$ cat src/rtl/assert_macros.svh
// Assertion macros for the RTL of the motor enable sequencer.
`ifndef ASSERT_MACROS_SVH
`define ASSERT_MACROS_SVH

// Check a property on each rising clock edge, skipped while reset is held.
`define MSQ_ASSERT(lbl, clk, rst_n, prop, msg) \
    lbl: assert property (@(posedge clk) disable iff (!rst_n) prop) else $error(msg);

// Check a property on each rising clock edge, reset included.
`define MSQ_ASSERT_ALWAYS(lbl, clk, prop, msg) \
    lbl: assert property (@(posedge clk) prop) else $error(msg);

`endif

$ cat src/rtl/msq_pkg.sv
// Types, constants and codes of the motor enable sequencer.
package msq_pkg;

    // Event codes carried in the input tuser
    typedef enum logic [1:0] {
        OP_THROTTLE = 2'd0,
        OP_DIGITAL  = 2'd1,
        OP_STATUS   = 2'd2,
        OP_TICK     = 2'd3
    } t_opcode;

    // Power-up and shutdown sequence steps
    typedef enum logic [3:0] {
        SEQ_IDLE      = 4'd0,
        SEQ_POWER     = 4'd1,
        SEQ_WAIT_DIS  = 4'd2,
        SEQ_WAIT_STBY = 4'd3,
        SEQ_WAIT_EN   = 4'd4,
        SEQ_RUN       = 4'd5,
        SEQ_STOP      = 4'd6,
        SEQ_STOP_STBY = 4'd7,
        SEQ_STOP_DIS  = 4'd8
    } t_seq_step;

    // Controller modes requested
    localparam logic [1:0] MODE_DISABLED = 2'd0;
    localparam logic [1:0] MODE_STANDBY  = 2'd1;
    localparam logic [1:0] MODE_ENABLED  = 2'd2;

    // Gear selections
    localparam logic [1:0] GEAR_NEUTRAL = 2'd0;
    localparam logic [1:0] GEAR_FORWARD = 2'd1;
    localparam logic [1:0] GEAR_REVERSE = 2'd2;

    // Digital-input command words
    localparam logic [15:0] DI_FORWARD  = 16'h00F0;
    localparam logic [15:0] DI_REVERSE  = 16'h0030;
    localparam logic [15:0] DI_NEUTRAL  = 16'h0000;
    localparam logic [15:0] DI_SHUTDOWN = 16'h0F00;

    // Command frame offsets
    localparam logic [15:0] SPEED_OFFSET = 16'd20000;
    localparam logic [15:0] TORQUE_MID   = 16'h7530;

    // Counter limits, reset values and step sizes
    localparam logic [7:0]  RAMP_MAX     = 8'hFF;
    localparam logic [11:0] FRAME_MAX    = 12'hFFF;
    localparam logic [3:0]  STATUS_OFF   = 4'hF;
    localparam logic [3:0]  ALIVE_STEP   = 4'd2;
    localparam logic [10:0] SPEED_STEP   = 11'd2;

    // Configuration register indexes
    localparam logic [2:0] REG_RAMP_INTERVAL  = 3'd0;
    localparam logic [2:0] REG_FRAME_INTERVAL = 3'd1;
    localparam logic [2:0] REG_THROTTLE_LIMIT = 3'd2;
    localparam logic [2:0] REG_DRIVE_TORQUE   = 3'd3;
    localparam logic [2:0] REG_CODE_DISABLED  = 3'd4;
    localparam logic [2:0] REG_CODE_STANDBY   = 3'd5;
    localparam logic [2:0] REG_CODE_ENABLED   = 3'd6;

    // Configuration register set
    typedef struct packed {
        logic [7:0]  ramp_interval;
        logic [11:0] frame_interval;
        logic [10:0] throttle_limit;
        logic [14:0] drive_torque;
        logic [3:0]  code_disabled;
        logic [3:0]  code_standby;
        logic [3:0]  code_enabled;
    } t_cfg;

    localparam t_cfg CFG_RESET = '{
        ramp_interval:  8'd3,
        frame_interval: 12'd201,
        throttle_limit: 11'd1100,
        drive_torque:   15'd1000,
        code_disabled:  4'd1,
        code_standby:   4'd2,
        code_enabled:   4'd3
    };

    // Sequencer state kept between items
    typedef struct packed {
        t_seq_step   step;
        logic [1:0]  mode;
        logic [1:0]  gear;
        logic [14:0] torque;
        logic [10:0] req_speed;
        logic [10:0] speed;
        logic [3:0]  status;
        logic [7:0]  ramp_elapsed;
        logic [11:0] frame_elapsed;
        logic [3:0]  heartbeat;
        logic        supply_on;
    } t_state;

    localparam t_state STATE_RESET = '{
        step:          SEQ_IDLE,
        mode:          MODE_DISABLED,
        gear:          GEAR_NEUTRAL,
        torque:        15'd0,
        req_speed:     11'd0,
        speed:         11'd0,
        status:        STATUS_OFF,
        ramp_elapsed:  RAMP_MAX,
        frame_elapsed: 12'd0,
        heartbeat:     4'd0,
        supply_on:     1'b0
    };

    // One result item
    typedef struct packed {
        logic [3:0]  alive_count;
        logic [15:0] torque_lower_word;
        logic [15:0] torque_upper_word;
        logic [15:0] speed_word;
        logic        enable_pulse;
        logic        power_on;
        logic [10:0] ramped_speed;
        logic [14:0] commanded_torque;
        logic [1:0]  commanded_gear;
        logic [1:0]  commanded_state;
        logic [3:0]  sequence_step;
    } t_result;

endpackage

$ cat src/rtl/motor_enable_sequencer_with_ramp_core.sv
// Top level of the motor enable sequencer with speed ramp and command frame.
//
// One event item is taken per clock: the state update, the sequencer step,
// the frame check and the ramp step are all settled in the cycle the item is
// accepted, and its result item sits in the output register from the next
// cycle on. Throughput is one item per cycle; the only thing that holds the
// input is a result still waiting in the output register while the sink
// keeps o_m_axis_tvalid unanswered. Configuration writes take effect on the
// next item and are always accepted.
`include "assert_macros.svh"

module motor_enable_sequencer_with_ramp_core (
    input  logic        i_clk,
    input  logic        i_rst_n,
    // Event input
    input  logic        i_s_axis_tvalid,
    output logic        o_s_axis_tready,
    // [7:0] throttle_byte, [23:8] di_word, [27:24] status_code, [31:28] zero
    input  logic [31:0] i_s_axis_tdata,
    // [1:0] opcode
    input  logic [1:0]  i_s_axis_tuser,
    // Result output
    output logic        o_m_axis_tvalid,
    input  logic        i_m_axis_tready,
    // [3:0] sequence_step, [5:4] commanded_state, [7:6] commanded_gear,
    // [22:8] commanded_torque, [33:23] ramped_speed, [34] power_on,
    // [35] enable_pulse, [51:36] speed_word, [67:52] torque_upper_word,
    // [83:68] torque_lower_word, [87:84] alive_count
    output logic [87:0] o_m_axis_tdata,
    // [0] frame_due
    output logic [0:0]  o_m_axis_tuser,
    // Configuration write
    input  logic        i_cfg_valid,
    output logic        o_cfg_ready,
    input  logic [2:0]  i_cfg_addr,
    input  logic [14:0] i_cfg_data
);

    msq_pkg::t_cfg    r_cfg;
    msq_pkg::t_cfg    n_cfg;
    msq_pkg::t_state  r_state;
    msq_pkg::t_state  step_state;
    msq_pkg::t_result step_result;
    logic             step_due;
    msq_pkg::t_result r_result;
    logic             r_frame_due;
    logic             r_out_valid;
    logic             in_accept;

    assign o_cfg_ready     = 1'b1;
    assign o_s_axis_tready = !r_out_valid || i_m_axis_tready;
    assign in_accept       = i_s_axis_tvalid && o_s_axis_tready;

    // Decode configuration writes
    always_comb begin
        n_cfg = r_cfg;
        if (i_cfg_valid) begin
            case (i_cfg_addr)
                msq_pkg::REG_RAMP_INTERVAL:  n_cfg.ramp_interval  = i_cfg_data[7:0];
                msq_pkg::REG_FRAME_INTERVAL: n_cfg.frame_interval = i_cfg_data[11:0];
                msq_pkg::REG_THROTTLE_LIMIT: n_cfg.throttle_limit = i_cfg_data[10:0];
                msq_pkg::REG_DRIVE_TORQUE:   n_cfg.drive_torque   = i_cfg_data[14:0];
                msq_pkg::REG_CODE_DISABLED:  n_cfg.code_disabled  = i_cfg_data[3:0];
                msq_pkg::REG_CODE_STANDBY:   n_cfg.code_standby   = i_cfg_data[3:0];
                msq_pkg::REG_CODE_ENABLED:   n_cfg.code_enabled   = i_cfg_data[3:0];
                default:                     n_cfg = r_cfg;
            endcase
        end
    end

    always_ff @(posedge i_clk) begin
        if (!i_rst_n) begin
            r_cfg <= msq_pkg::CFG_RESET;
        end else begin
            r_cfg <= n_cfg;
        end
    end

    // Work out one event
    msq_step u_step (
        .i_state         (r_state),
        .i_cfg           (r_cfg),
        .i_opcode        (msq_pkg::t_opcode'(i_s_axis_tuser)),
        .i_throttle_byte (i_s_axis_tdata[7:0]),
        .i_di_word       (i_s_axis_tdata[23:8]),
        .i_status_code   (i_s_axis_tdata[27:24]),
        .o_state         (step_state),
        .o_result        (step_result),
        .o_frame_due     (step_due)
    );

    // Advance the state on each accepted item
    always_ff @(posedge i_clk) begin
        if (!i_rst_n) begin
            r_state <= msq_pkg::STATE_RESET;
        end else if (in_accept) begin
            r_state <= step_state;
        end
    end

    // Hold the result until the sink takes it
    always_ff @(posedge i_clk) begin
        if (!i_rst_n) begin
            r_out_valid <= 1'b0;
        end else if (in_accept) begin
            r_out_valid <= 1'b1;
        end else if (i_m_axis_tready) begin
            r_out_valid <= 1'b0;
        end
    end

    always_ff @(posedge i_clk) begin
        if (in_accept) begin
            r_result    <= step_result;
            r_frame_due <= step_due;
        end
    end

    assign o_m_axis_tvalid   = r_out_valid;
    assign o_m_axis_tdata    = r_result;
    assign o_m_axis_tuser[0] = r_frame_due;

    `MSQ_ASSERT(a_accept_gives_result, i_clk, i_rst_n, in_accept |=> r_out_valid, "accepted item left no result")
    `MSQ_ASSERT(a_pulse_with_power, i_clk, i_rst_n, (r_out_valid && r_result.enable_pulse) |-> r_result.power_on, "enable pulse without supply")
    `MSQ_ASSERT(a_idle_frame_zero, i_clk, i_rst_n, (r_out_valid && !r_frame_due) |-> (r_result.speed_word == 16'd0 && r_result.alive_count == 4'd0), "frame words set with no frame due")
    `MSQ_ASSERT(a_supply_off_at_idle, i_clk, i_rst_n, $fell(r_state.supply_on) |-> (r_state.step == msq_pkg::SEQ_IDLE), "supply dropped outside shutdown end")
    `MSQ_ASSERT(a_alive_even, i_clk, i_rst_n, !r_state.heartbeat[0], "heartbeat lost even value")

endmodule

$ cat src/rtl/msq_step.sv
// Next-state and result logic for one event of the motor enable sequencer.
module msq_step (
    input  msq_pkg::t_state  i_state,
    input  msq_pkg::t_cfg    i_cfg,
    input  msq_pkg::t_opcode i_opcode,
    input  logic [7:0]       i_throttle_byte,
    input  logic [15:0]      i_di_word,
    input  logic [3:0]       i_status_code,
    output msq_pkg::t_state  o_state,
    output msq_pkg::t_result o_result,
    output logic             o_frame_due
);

    msq_pkg::t_state   ev;
    msq_pkg::t_seq_step seq_next;
    logic [1:0]        mode_next;
    logic              supply_next;
    logic              pulse;
    logic [10:0]       throttle_req;
    logic              frame_due;
    logic [11:0]       frame_next;
    logic [3:0]        heartbeat_next;
    logic [10:0]       speed_next;
    logic [7:0]        ramp_next;
    logic              ramp_open;
    logic              ramp_up;
    logic              ramp_down;

    assign throttle_req = {1'b0, i_throttle_byte, 2'b00};

    // Apply the event to the state
    always_comb begin
        ev = i_state;
        case (i_opcode)
            msq_pkg::OP_THROTTLE: begin
                if (throttle_req < i_cfg.throttle_limit) begin
                    ev.req_speed = throttle_req;
                end
            end
            msq_pkg::OP_DIGITAL: begin
                if (i_di_word == msq_pkg::DI_FORWARD || i_di_word == msq_pkg::DI_REVERSE) begin
                    if (i_state.step == msq_pkg::SEQ_IDLE) begin
                        ev.step = msq_pkg::SEQ_POWER;
                    end else if (i_state.step == msq_pkg::SEQ_WAIT_EN) begin
                        ev.gear   = (i_di_word == msq_pkg::DI_FORWARD) ?
                                    msq_pkg::GEAR_FORWARD : msq_pkg::GEAR_REVERSE;
                        ev.torque = i_cfg.drive_torque;
                    end
                end else if (i_di_word == msq_pkg::DI_NEUTRAL) begin
                    ev.gear   = msq_pkg::GEAR_NEUTRAL;
                    ev.torque = 15'd0;
                end else if (i_di_word == msq_pkg::DI_SHUTDOWN) begin
                    ev.step = msq_pkg::SEQ_STOP;
                end
            end
            msq_pkg::OP_STATUS: begin
                ev.status = i_status_code;
            end
            msq_pkg::OP_TICK: begin
                if (i_state.ramp_elapsed != msq_pkg::RAMP_MAX) begin
                    ev.ramp_elapsed = i_state.ramp_elapsed + 8'd1;
                end
                if (i_state.frame_elapsed != msq_pkg::FRAME_MAX) begin
                    ev.frame_elapsed = i_state.frame_elapsed + 12'd1;
                end
            end
            default: begin
                ev = i_state;
            end
        endcase
    end

    // Sequencer next step
    always_comb begin
        seq_next = ev.step;
        case (ev.step)
            msq_pkg::SEQ_POWER: begin
                seq_next = msq_pkg::SEQ_WAIT_DIS;
            end
            msq_pkg::SEQ_WAIT_DIS: begin
                if (ev.status == i_cfg.code_disabled) seq_next = msq_pkg::SEQ_WAIT_STBY;
            end
            msq_pkg::SEQ_WAIT_STBY: begin
                if (ev.status == i_cfg.code_standby) seq_next = msq_pkg::SEQ_WAIT_EN;
            end
            msq_pkg::SEQ_WAIT_EN: begin
                if (ev.status == i_cfg.code_enabled) seq_next = msq_pkg::SEQ_RUN;
            end
            msq_pkg::SEQ_STOP: begin
                seq_next = msq_pkg::SEQ_STOP_STBY;
            end
            msq_pkg::SEQ_STOP_STBY: begin
                if (ev.status == i_cfg.code_standby) seq_next = msq_pkg::SEQ_STOP_DIS;
            end
            msq_pkg::SEQ_STOP_DIS: begin
                if (ev.status == i_cfg.code_disabled) seq_next = msq_pkg::SEQ_IDLE;
            end
            default: begin
                seq_next = ev.step;
            end
        endcase
    end

    // Sequencer actions: mode, supply and enable pulse
    always_comb begin
        mode_next   = ev.mode;
        supply_next = ev.supply_on;
        pulse       = 1'b0;
        case (ev.step)
            msq_pkg::SEQ_POWER: begin
                supply_next = 1'b1;
                pulse       = 1'b1;
            end
            msq_pkg::SEQ_WAIT_DIS: begin
                if (ev.status == i_cfg.code_disabled) mode_next = msq_pkg::MODE_STANDBY;
            end
            msq_pkg::SEQ_WAIT_STBY: begin
                if (ev.status == i_cfg.code_standby) mode_next = msq_pkg::MODE_ENABLED;
            end
            msq_pkg::SEQ_STOP: begin
                mode_next = msq_pkg::MODE_STANDBY;
            end
            msq_pkg::SEQ_STOP_STBY: begin
                if (ev.status == i_cfg.code_standby) mode_next = msq_pkg::MODE_DISABLED;
            end
            msq_pkg::SEQ_STOP_DIS: begin
                if (ev.status == i_cfg.code_disabled) supply_next = 1'b0;
            end
            default: begin
                pulse = 1'b0;
            end
        endcase
    end

    // Periodic frame check
    assign frame_due      = (ev.frame_elapsed >= i_cfg.frame_interval);
    assign frame_next     = frame_due ? 12'd0 : ev.frame_elapsed;
    assign heartbeat_next = frame_due ? (ev.heartbeat + msq_pkg::ALIVE_STEP) : ev.heartbeat;

    // Ramp one step toward the request
    assign ramp_open = (ev.ramp_elapsed >= i_cfg.ramp_interval);
    assign ramp_up   = ramp_open &&
                       ({1'b0, ev.speed} + 12'd2 <= {1'b0, ev.req_speed});
    assign ramp_down = ramp_open && !ramp_up &&
                       ({1'b0, ev.speed} >= {1'b0, ev.req_speed} + 12'd2);

    always_comb begin
        speed_next = ev.speed;
        ramp_next  = ev.ramp_elapsed;
        if (ramp_up) begin
            speed_next = ev.speed + msq_pkg::SPEED_STEP;
            ramp_next  = 8'd0;
        end else if (ramp_down) begin
            speed_next = ev.speed - msq_pkg::SPEED_STEP;
            ramp_next  = 8'd0;
        end
    end

    // Gather next state
    always_comb begin
        o_state               = ev;
        o_state.step          = seq_next;
        o_state.mode          = mode_next;
        o_state.supply_on     = supply_next;
        o_state.frame_elapsed = frame_next;
        o_state.heartbeat     = heartbeat_next;
        o_state.speed         = speed_next;
        o_state.ramp_elapsed  = ramp_next;
    end

    // Build the result item; frame words stay zero when no frame is due
    always_comb begin
        o_result.sequence_step    = seq_next;
        o_result.commanded_state  = mode_next;
        o_result.commanded_gear   = ev.gear;
        o_result.commanded_torque = ev.torque;
        o_result.ramped_speed     = speed_next;
        o_result.power_on         = supply_next;
        o_result.enable_pulse     = pulse;
        if (frame_due) begin
            o_result.speed_word        = msq_pkg::SPEED_OFFSET + {5'd0, ev.speed};
            o_result.torque_upper_word = msq_pkg::TORQUE_MID + {1'b0, ev.torque};
            o_result.torque_lower_word = msq_pkg::TORQUE_MID - {1'b0, ev.torque};
            o_result.alive_count       = ev.heartbeat;
        end else begin
            o_result.speed_word        = 16'd0;
            o_result.torque_upper_word = 16'd0;
            o_result.torque_lower_word = 16'd0;
            o_result.alive_count       = 4'd0;
        end
    end

    assign o_frame_due = frame_due;

endmodule

$ cat config.mk
export PLATFORM = sky130hd
export DESIGN_NAME = motor_enable_sequencer_with_ramp_core
export DESIGN_NICKNAME = d
export VERILOG_FILES = /design/src/rtl/msq_pkg.sv /design/src/rtl/motor_enable_sequencer_with_ramp_core.sv /design/src/rtl/msq_step.sv
export VERILOG_INCLUDE_DIRS = /design/src /design/src/rtl
export SDC_FILE = /design/constraint.sdc
export NUM_CORES = 1
export LEC_CHECK = 0
export BUFFER_PORTS_ARGS = -buffer_cell sky130_fd_sc_hd__buf_4
export CAP_MARGIN = 10
export CORE_ASPECT_RATIO = 1.75
export CORE_MARGIN = 2
export CORE_UTILIZATION = 62
export CTS_CLUSTER_SIZE = 25
export DETAILED_ROUTE_END_ITERATION = 7
export GPL_ROUTABILITY_DRIVEN = 0
export GPL_TIMING_DRIVEN = 1
export PLACE_DENSITY = 0.85
export RECOVER_POWER = 100
export SYNTH_ARGS = -nofsm -noshare
export SYNTH_HDL_FRONTEND = slang
export SYNTH_SLANG_ARGS = --single-unit
$ cat constraint.sdc
create_clock -name i_clk -period 8.49 [get_ports i_clk]
set_input_delay 1.698 -clock i_clk [delete_from_list [all_inputs] [get_ports i_clk]]
set_output_delay 1.698 -clock i_clk [all_outputs]
set_load 0.005 [all_outputs]
==> Word level (Yosys, flattened, before mapping) <==
Index checks and enable logic that the tools add are counted.
{ "word_totals": {"reg_bits": 222, "out_inout_bits": 92, "word_cells": 129} }
{ "classes": {"addsub": 10, "order_cmp": 5, "eq_ne": 25, "n_mux": 37, "reduce_logical": 21} }
{ "op_table": {"columns": ["operator", "n"], "rows": [
  ["$mux W17", 5],
  ["$mux W11", 4],
  ["$mux W4", 11],
  ["$pmux W4 S7", 1],
  ["$add A11 B2 Y12 const B", 2],
  ["$mux W12", 2],
  ["$mux W8", 3],
  ["$mux W20", 1],
  ["$add A15 B11 Y16 const A", 1],
  ["$add A15 B15 Y16 const A", 1],
  ["$eq A16 B12 Y1 const B", 1],
  ["$eq A16 B6 Y1 const B", 1],
  ["$eq A16 B8 Y1 const B", 1],
  ["$eq A4 B3 Y1 const B", 4],
  ["$logic_not A16 Y1", 1],
  ["$reduce_and A2 Y1", 8],
  ["$sub A15 B15 Y16 const A", 1],
  ["$add A12 B1 Y12 const B", 1],
  ["$eq A4 B4 Y1", 3],
  ["$ge A11 B12 Y1", 1],
  ["$ge A12 B12 Y1", 1],
  ["$le A12 B11 Y1", 1],
  ["$ne A12 B12 Y1 const B", 1],
  ["$add A11 B2 Y11 const B", 1],
  ["other kinds (25)", 41]
]} }

==> Longest topological paths before layout <==
Gate-level depths: netlist of run 1.
{ "depth": {"ltp_word": 10, "ltp_mapped": 25, "ltp_nobuf": 23} }

==> Modules after synthesis <==
From an unflattened synthesis of run 1, not the netlist that was laid out.
{ "unflattened": {"cells_unflattened": 1331, "area_unflattened_um2": 12430.7} }
{ "by_module_without_submodules": {"columns": ["module", "n_inst", "cells_each", "area_per_inst_um2", "seq_area_each_um2"], "rows": [
  ["motor_enable_sequencer_with_ramp_core", 1, 635, 7696.1, 5335.1],
  ["msq_step", 1, 696, 4734.5, 0.0]
]} }

==> Least setup slack after synthesis of run 1 <==
No wires, ideal clock.
{ "synth_path": {"kind": "input -> register", "start": "in i_s_axis_tdata[6]", "end": "reg r_result, in the netlist o_m_axis_tdata[31] (data pin)", "t_arrival_ps": 5925, "required_ps": 8234, "path_slack_ps": 2309, "path_stages": 22, "cell_sequence": "ha_1 > nand4b_1 > or3_1 > o221ai_1 > nor2_1 > clkbuf_1 > mux2i_1 > inv_1 > ha_1 > nand3_1 > o31ai_1 > xor2_1 > ha_1 > a21o_1 > a21o_1 > a211oi_1 > o22ai_1 > and2_1 > clkbuf_1 > o21ai_0 > o2bb2ai_1 > a22o_1"} }
{ "synth_rtl": {"columns": ["item", "line", "source"], "rows": [
  ["start: declaration", "motor_enable_sequencer_with_ramp_core.sv:19", "input logic [31:0] i_s_axis_tdata,"],
  ["end signal: assignment", "motor_enable_sequencer_with_ramp_core.sv:114", "r_result <= step_result;"],
  ["end: declaration", "motor_enable_sequencer_with_ramp_core.sv:45", "msq_pkg::t_result r_result;"]
]} }

==> impl_metrics.env, run 1 <==
export IMPL_max_freq_mhz=145
export IMPL_row_count=65
export IMPL_seqPwrFrac_pct=41.1
export IMPL_netSwitchingPower_w=0.00103
export IMPL_antenna_cells=0
export IMPL_pre_cts_slack_ns=1.77
export IMPL_drtPass1Iterations=5
export IMPL_antenna_found_initial=0
export IMPL_die_h_um=184
export IMPL_ios=149
export IMPL_synth_compound_area_share_pct=16.2
export IMPL_track_usage_pct=28.0
export IMPL_cp_max_fo=15
export IMPL_synthMuxAreaShare_pct=3.01
export IMPL_worst_pin_slew_ns=3.18
export IMPL_clockRootBuffer="clkbuf_16"
export IMPL_post_route_period_util_pct=81.3
export IMPL_vias=9792
export IMPL_wire_per_inst_um=17.0
export IMPL_rrSetupSlack_ns=2.59
export IMPL_h_tree_depth=1
export IMPL_grt_max_degree=73
export IMPL_clockBufferDepth=3
export IMPL_hold_viol=0
export IMPL_cp_end_kind="register"
export IMPL_synth_distinct_cells=76
export IMPL_grt_pass1_vias=9443
export IMPL_critPathSlowestCell="o221ai_1"
export IMPL_crit_arrival_ns=7.27
export IMPL_drtIter0Drc=615
export IMPL_async_flop_share_pct=0
export IMPL_cap_violations=4
export IMPL_synth_warning_count=0
export IMPL_crit_chain="clkbuf_1 -> ha_1 -> nand4b_1 -> or3_1 -> o221ai_1 -> nor2_1 -> clkbuf_1 -> mux2i_1 -> inv_1 -> ha_1 -> nand3_1 -> nor2_1 -> a21oi_1 -> xnor2_1 -> ha_1 -> nand2_1 -> o21ai_0 -> a211oi_1 -> o22ai_1 -> nand2_1 -> a31oi_1 -> clkbuf_1 -> o21ai_0 -> a211o_1"
export IMPL_maxSlewViolCount=256
export IMPL_pwr_share_comb_pct=30.6
export IMPL_hpwl_um=19800
export IMPL_power_density_nw_per_um2=234
export IMPL_finalClockSkew_ns=0.00938
export IMPL_seq_area_frac_synth_pct=44.7
export IMPL_ys_ff_latch=214
export IMPL_path_buf_inv=4
export IMPL_violations="capacitance limit, slew limit"
export IMPL_final_setup_viol_count=0
export IMPL_synth_xor_area_share_pct=4.90
export IMPL_coreArea_sq_um=18100
export IMPL_crit_type="input port to register"
export IMPL_drcViolationCount=0
export IMPL_fillers=1439
export IMPL_insertion_delay_ns=0.50
export IMPL_hold_class="register to register"
export IMPL_netlist_area_sq_um=11400
export IMPL_pwr_share_clk_pct=28.3
export IMPL_synthAdderAreaFrac_pct=6.45
export IMPL_clkTransAtPathRegs_ns=0.07
export IMPL_die_w_um=107
export IMPL_layout_drive_gt1_share_pct=13.2
export IMPL_yosys_area_share_simple_pct=20.2
export IMPL_grt_pass1_wl_um=44700
export IMPL_hold_buffers=0
export IMPL_cts_sinks=214
export IMPL_crit_required_ns=8.87
export IMPL_postRouteAntennaNets=0
export IMPL_p_total_w=0.00306
export IMPL_slowest_delay_ns=0.53
export IMPL_synth_top_family_by_area="simple AND/OR/NAND/NOR gates"
export IMPL_cp_start_kind="input port"
export IMPL_ys_flop_type="dfxtp_1"
export IMPL_cts_tree="yes"
export IMPL_slew_headroom_pct=-112
export IMPL_nets=1493
export IMPL_cts_buffers=19
export IMPL_cp_top_family="compound AO/OA/AOI/OAI gates"
export IMPL_peakVddDrop_uv=174
export IMPL_initial_core_util_pct=63.4
export IMPL_die_area_sq_um=19600
export IMPL_portBuffers=138
export IMPL_grt_overflow=0
export IMPL_cts_setup_buffers=0
export IMPL_routed_wl_um=27600
export IMPL_rsz0062_at_grt="no"
export IMPL_p_sw_share_pct=33.7
export IMPL_p_leak_nw=5.20
export IMPL_syn_inst=1275
export IMPL_synth_edf_count=83
export IMPL_area_delta_synth_final_pct=14.2
export IMPL_fin_setup_tns_ns=0
export IMPL_viasPerCell=6.03
export IMPL_syn_avg_cell_area_sq_um=8.98
export IMPL_finalCriticalPeriod_ns=6.90
export IMPL_status="finished, violations left"
export IMPL_setup_ws_ns=1.59
export IMPL_cts_resized=0
export IMPL_internal_power_w=0.00203
[cells in the mapped netlist (5+ instances only)]
cell type    n  share of area, %
a211oi_1    24               1.6
a21o_1       9              0.59
a21oi_1     87               3.8
a22oi_1     12              0.79
a31oi_1      7              0.38
a41oi_1      5              0.38
and2_1       9              0.49
and3_1      12              0.66
and4_1       6              0.46
buf_1        7              0.23
buf_4        8              0.52
clkbuf_1    51               1.7
dfxtp_1    131                23
edfxtp_1    83                22
ha_1        59               6.4
inv_1       54               1.8
mux2i_1     31               2.7
nand2_1    189               6.2
nand2b_1    15              0.82
nand3_1     54               2.4
nand4_1     13              0.71
nor2_1     111               3.6
nor2b_1     10              0.55
nor3_1      34               1.5
nor4_1       9              0.49
o211ai_1    16               1.0
o21a_1      13              0.85
o21ai_0     51               2.2
o22ai_1      7              0.38
or2_2        5              0.27
or3_1       10              0.55
or4_1        6              0.39
xnor2_1     50               3.8
xor2_1      14               1.1
[final cells by class]
cell class / instances / area [sq um] / area share [%]
Clock buffer: 19 / 475 / 3.64
Clock inverter: 15 / 144 / 1.10
Inverter: 58 / 219 / 1.67
Multi-Input combinational cell: 939 / 5780 / 44.2
Sequential cell: 214 / 5110 / 39.1
Tap cell: 234 / 293 / 2.24
Timing Repair Buffer: 145 / 1040 / 7.99
[power groups by stage]
stage	registers (W)	logic (W)	clock network (W)
3_3_place_gp	0.00127	0.000892	0
6_report	0.00126	0.000936	0.000866
3_5_place_dp	0.00128	0.000924	0
2_1_floorplan	0.00125	0.000662	0
4_1_cts	0.00125	0.000932	0.000873
5_1_grt	0.00127	0.00104	0.000910
[path summary, 6_finish.rpt]
path	from	to	depth (start not counted)
worst max-delay path	i_s_axis_tdata[7]	r_state[17]	24
worst min-delay path	r_cfg[22]	r_cfg[22]	2
worst max register to register	r_cfg[35]	r_state[17]	24
worst min register to register	r_cfg[22]	r_cfg[22]	2
[registers in the layout, summed over array words and instances, names as in the netlist]
signal / count
o_m_axis_tdata: 82
o_m_axis_tuser: 1
o_m_axis_tvalid: 1
r_cfg: 58
r_state: 72
[cell families after synthesis]
family | after synthesis
buf+inv | 126
flops | 214
simple gates | 497
other cells | 2
xor+xnor | 64
mux | 34
compound gates | 279
fa+ha+maj | 59
[routing by layer]
metal	track usage [%]	up-vias	wire length [um]
li1	-	4746	-
met1	31.6	4570	10300
met2	51.1	379	14400
met3	3.15	97	1580
met4	14.6	0	1330
met5	0	-	0
[layout by cell type, fill, tap and decap left out, types with 11 or more instances in the layout]
| master | instances |
|---|---|
| ha_1 | 59 |
| clkbuf_1 | 11 |
| nor3_1 | 35 |
| xnor2_1 | 50 |
| edfxtp_1 | 83 |
| clkbuf_4 | 85 |
| buf_4 | 48 |
| a211oi_1 | 24 |
| nand3_1 | 54 |
| nand4_1 | 13 |
| o21a_1 | 13 |
| o211ai_1 | 16 |
| and3_1 | 12 |
| a22oi_1 | 18 |
| dfxtp_1 | 131 |
| a21oi_1 | 87 |
| clkbuf_16 | 19 |
| o21ai_0 | 51 |
| mux2i_1 | 31 |
| inv_1 | 55 |
| nand2_1 | 189 |
| nand2b_1 | 15 |
| nor2_1 | 111 |
| xor2_1 | 14 |
[tightest hold or removal path: cells and delay by family (launching register included)]
kind / cells / cell delay, ns
flip-flops: 1 / 0.31
AND/OR/NAND/NOR: 1 / 0.05
AO/OA/AOI/OAI: 1 / 0.05
[per-stage QoR]
stage / hold WS [ns] / cell area, sq um / instances / util [%]
after floorplan: 0.432 / 11500 / 1279 / -
after global placement: 0.439 / 12600 / 1590 / 69.6
after detailed placement: 0.447 / 12600 / 1590 / 69.6
after CTS: 0.457 / 13200 / 1624 / 73.0
after global routing: 0.474 / 13100 / 1624 / 72.4
final: 0.455 / 13100 / 1624 / 72.4
(Power assumes the default switching activity.)
==> inputs of run 2 (changes only) <==
- CORE_UTILIZATION: 62 -> 53
- PLACE_DENSITY: 0.85 -> 0.77
- clock period: 8.49 -> 6.3 ns (I/O delays scaled with it)
==> impl_metrics.env, run 2 (same netlist as run 1, synthesis figures left out) <==
export IMPL_grt_pass1_wl_um=45700
export IMPL_hold_buffers=0
export IMPL_power_density_nw_per_um2=317
export IMPL_peakVddDrop_uv=191
export IMPL_cts_setup_buffers=0
export IMPL_ios=149
export IMPL_p_sw_share_pct=33.4
export IMPL_cts_sinks=214
export IMPL_final_seq_area_sq_um=5110
export IMPL_vias=9761
export IMPL_rsz0062_at_grt="no"
export IMPL_pwr_share_comb_pct=30.5
export IMPL_netSwitchingPower_w=0.00139
export IMPL_final_setup_viol_count=0
export IMPL_violations="capacitance limit, slew limit"
export IMPL_cts_tree="yes"
export IMPL_drtIter0Drc=627
export IMPL_die_w_um=115
export IMPL_layout_drive_gt1_share_pct=12.9
export IMPL_antenna_cells=0
export IMPL_pre_cts_slack_ns=0.352
export IMPL_area_delta_synth_final_pct=14.8
export IMPL_viasPerCell=5.90
export IMPL_grt_overflow=0
export IMPL_antenna_found_initial=0
export IMPL_grt_pass1_vias=9415
export IMPL_cp_max_fo=8
export IMPL_worst_pin_slew_ns=2.48
export IMPL_clockRootBuffer="clkbuf_16"
export IMPL_crit_required_ns=6.51
export IMPL_die_area_sq_um=22800
export IMPL_coreArea_sq_um=21300
export IMPL_p_total_w=0.00416
export IMPL_routed_wl_um=28700
export IMPL_cp_end_kind="register"
export IMPL_track_usage_pct=24.7
export IMPL_wire_per_inst_um=17.4
export IMPL_crit_type="input port to register"
export IMPL_h_tree_depth=1
export IMPL_status="finished, violations left"
export IMPL_cp_start_kind="input port"
export IMPL_final_common_cell="nand2_1"
export IMPL_post_route_period_util_pct=90.2
export IMPL_portBuffers=138
export IMPL_row_count=71
export IMPL_p_leak_nw=5.22
export IMPL_hold_class="register to register"
export IMPL_grt_max_degree=60
export IMPL_clkTransAtPathRegs_ns=0.06
export IMPL_initial_core_util_pct=53.7
export IMPL_setup_ws_ns=0.615
export IMPL_cts_buffers=20
export IMPL_crit_arrival_ns=5.90
export IMPL_cap_violations=4
export IMPL_largest_register_ffs=82
export IMPL_final_cell_mix="nand2_1, dfxtp_1, nor2_1"
export IMPL_nets=1501
export IMPL_hpwl_um=20800
export IMPL_fin_setup_tns_ns=0
export IMPL_drcViolationCount=0
export IMPL_finalCriticalPeriod_ns=5.68
export IMPL_slew_headroom_pct=-65.3
export IMPL_finalClockSkew_ns=0.0248
export IMPL_hold_viol=0
export IMPL_insertion_delay_ns=0.51
export IMPL_maxSlewViolCount=181
export IMPL_die_h_um=198
export IMPL_pwr_share_clk_pct=28.9
export IMPL_drtPass1Iterations=7
export IMPL_max_freq_mhz=176
export IMPL_postRouteAntennaNets=0
export IMPL_multi_input_area_sq_um=5780
export IMPL_clockBufferDepth=3
export IMPL_fillers=1905
export IMPL_internal_power_w=0.00277
export IMPL_seqPwrFrac_pct=40.6
export IMPL_cts_resized=0
run 2: final timing paths:
kind,start,to,slack [ns],depth (start not counted)
worst min-delay path,r_cfg[53],r_cfg[53],0.45,2
worst min register to register,r_cfg[53],r_cfg[53],0.45,2
worst max register to register,r_cfg[35],o_m_axis_tdata[29],1.18,22
worst max-delay path,i_s_axis_tdata[6],o_m_axis_tdata[29],0.62,22
run 2: power by group through the flow:
| stage | Combinational (W) | Sequential (W) | Clock (W) |
|---|---|---|---|
| finish | 0.00127 | 0.00169 | 0.00120 |
| global route | 0.00141 | 0.00171 | 0.00126 |
| CTS | 0.00128 | 0.00169 | 0.00121 |
| detailed placement | 0.00127 | 0.00172 | 0 |
| global placement | 0.00124 | 0.00172 | 0 |
| floorplan | 0.000892 | 0.00168 | 0 |
run 2: area by class of cell:
cell class                 instances  share of cell area (%)
tap                              255                    2.43
sequential                       214                    38.9
multi-input combinational        939                    44.0
clock buffer                      22                    3.94
timing repair buffer             152                    8.08
inverter                          58                    1.68
clock inverter                    14                   0.971
run 2: per-layer routing:
| layer | GRT usage [%] | routed length, um | vias to the layer above |
|---|---|---|---|
| li1 | - | - | 4768 |
| met1 | 27.8 | 11000 | 4596 |
| met2 | 46.1 | 15300 | 321 |
| met3 | 2.59 | 1260 | 76 |
| met4 | 11.1 | 1160 | 0 |
| met5 | 0 | 0 | - |
run 2: worst max-delay path, cell delays in order:
cell	delay, ns
clkbuf_1	0.13
ha_1	0.32
nand4b_1	0.13
or3_1	0.38
o221ai_1	0.25
nor2_1	0.10
mux2i_1	0.24
inv_1	0.07
ha_1	0.27
nand3_1	0.18
nor2_1	0.06
a21oi_1	0.15
xnor2_1	0.09
ha_1	0.32
nand2_1	0.06
o21ai_0	0.30
a211oi_1	0.14
o22ai_1	0.20
and2_0	0.38
o21ai_0	0.36
o32ai_1	0.35
a22oi_1	0.14
run 2: per-stage QoR:
step | instance area, sq um | utilization [%] | hold slack, ns | cells
after detailed placement | 12600 | 59.3 | 0.446 | 1618
after CTS | 13300 | 62.3 | 0.455 | 1654
after global placement | 12600 | 59.3 | 0.439 | 1618
final | 13100 | 61.6 | 0.454 | 1654
after global routing | 13100 | 61.6 | 0.470 | 1654
after floorplan | 11500 | - | 0.432 | 1279
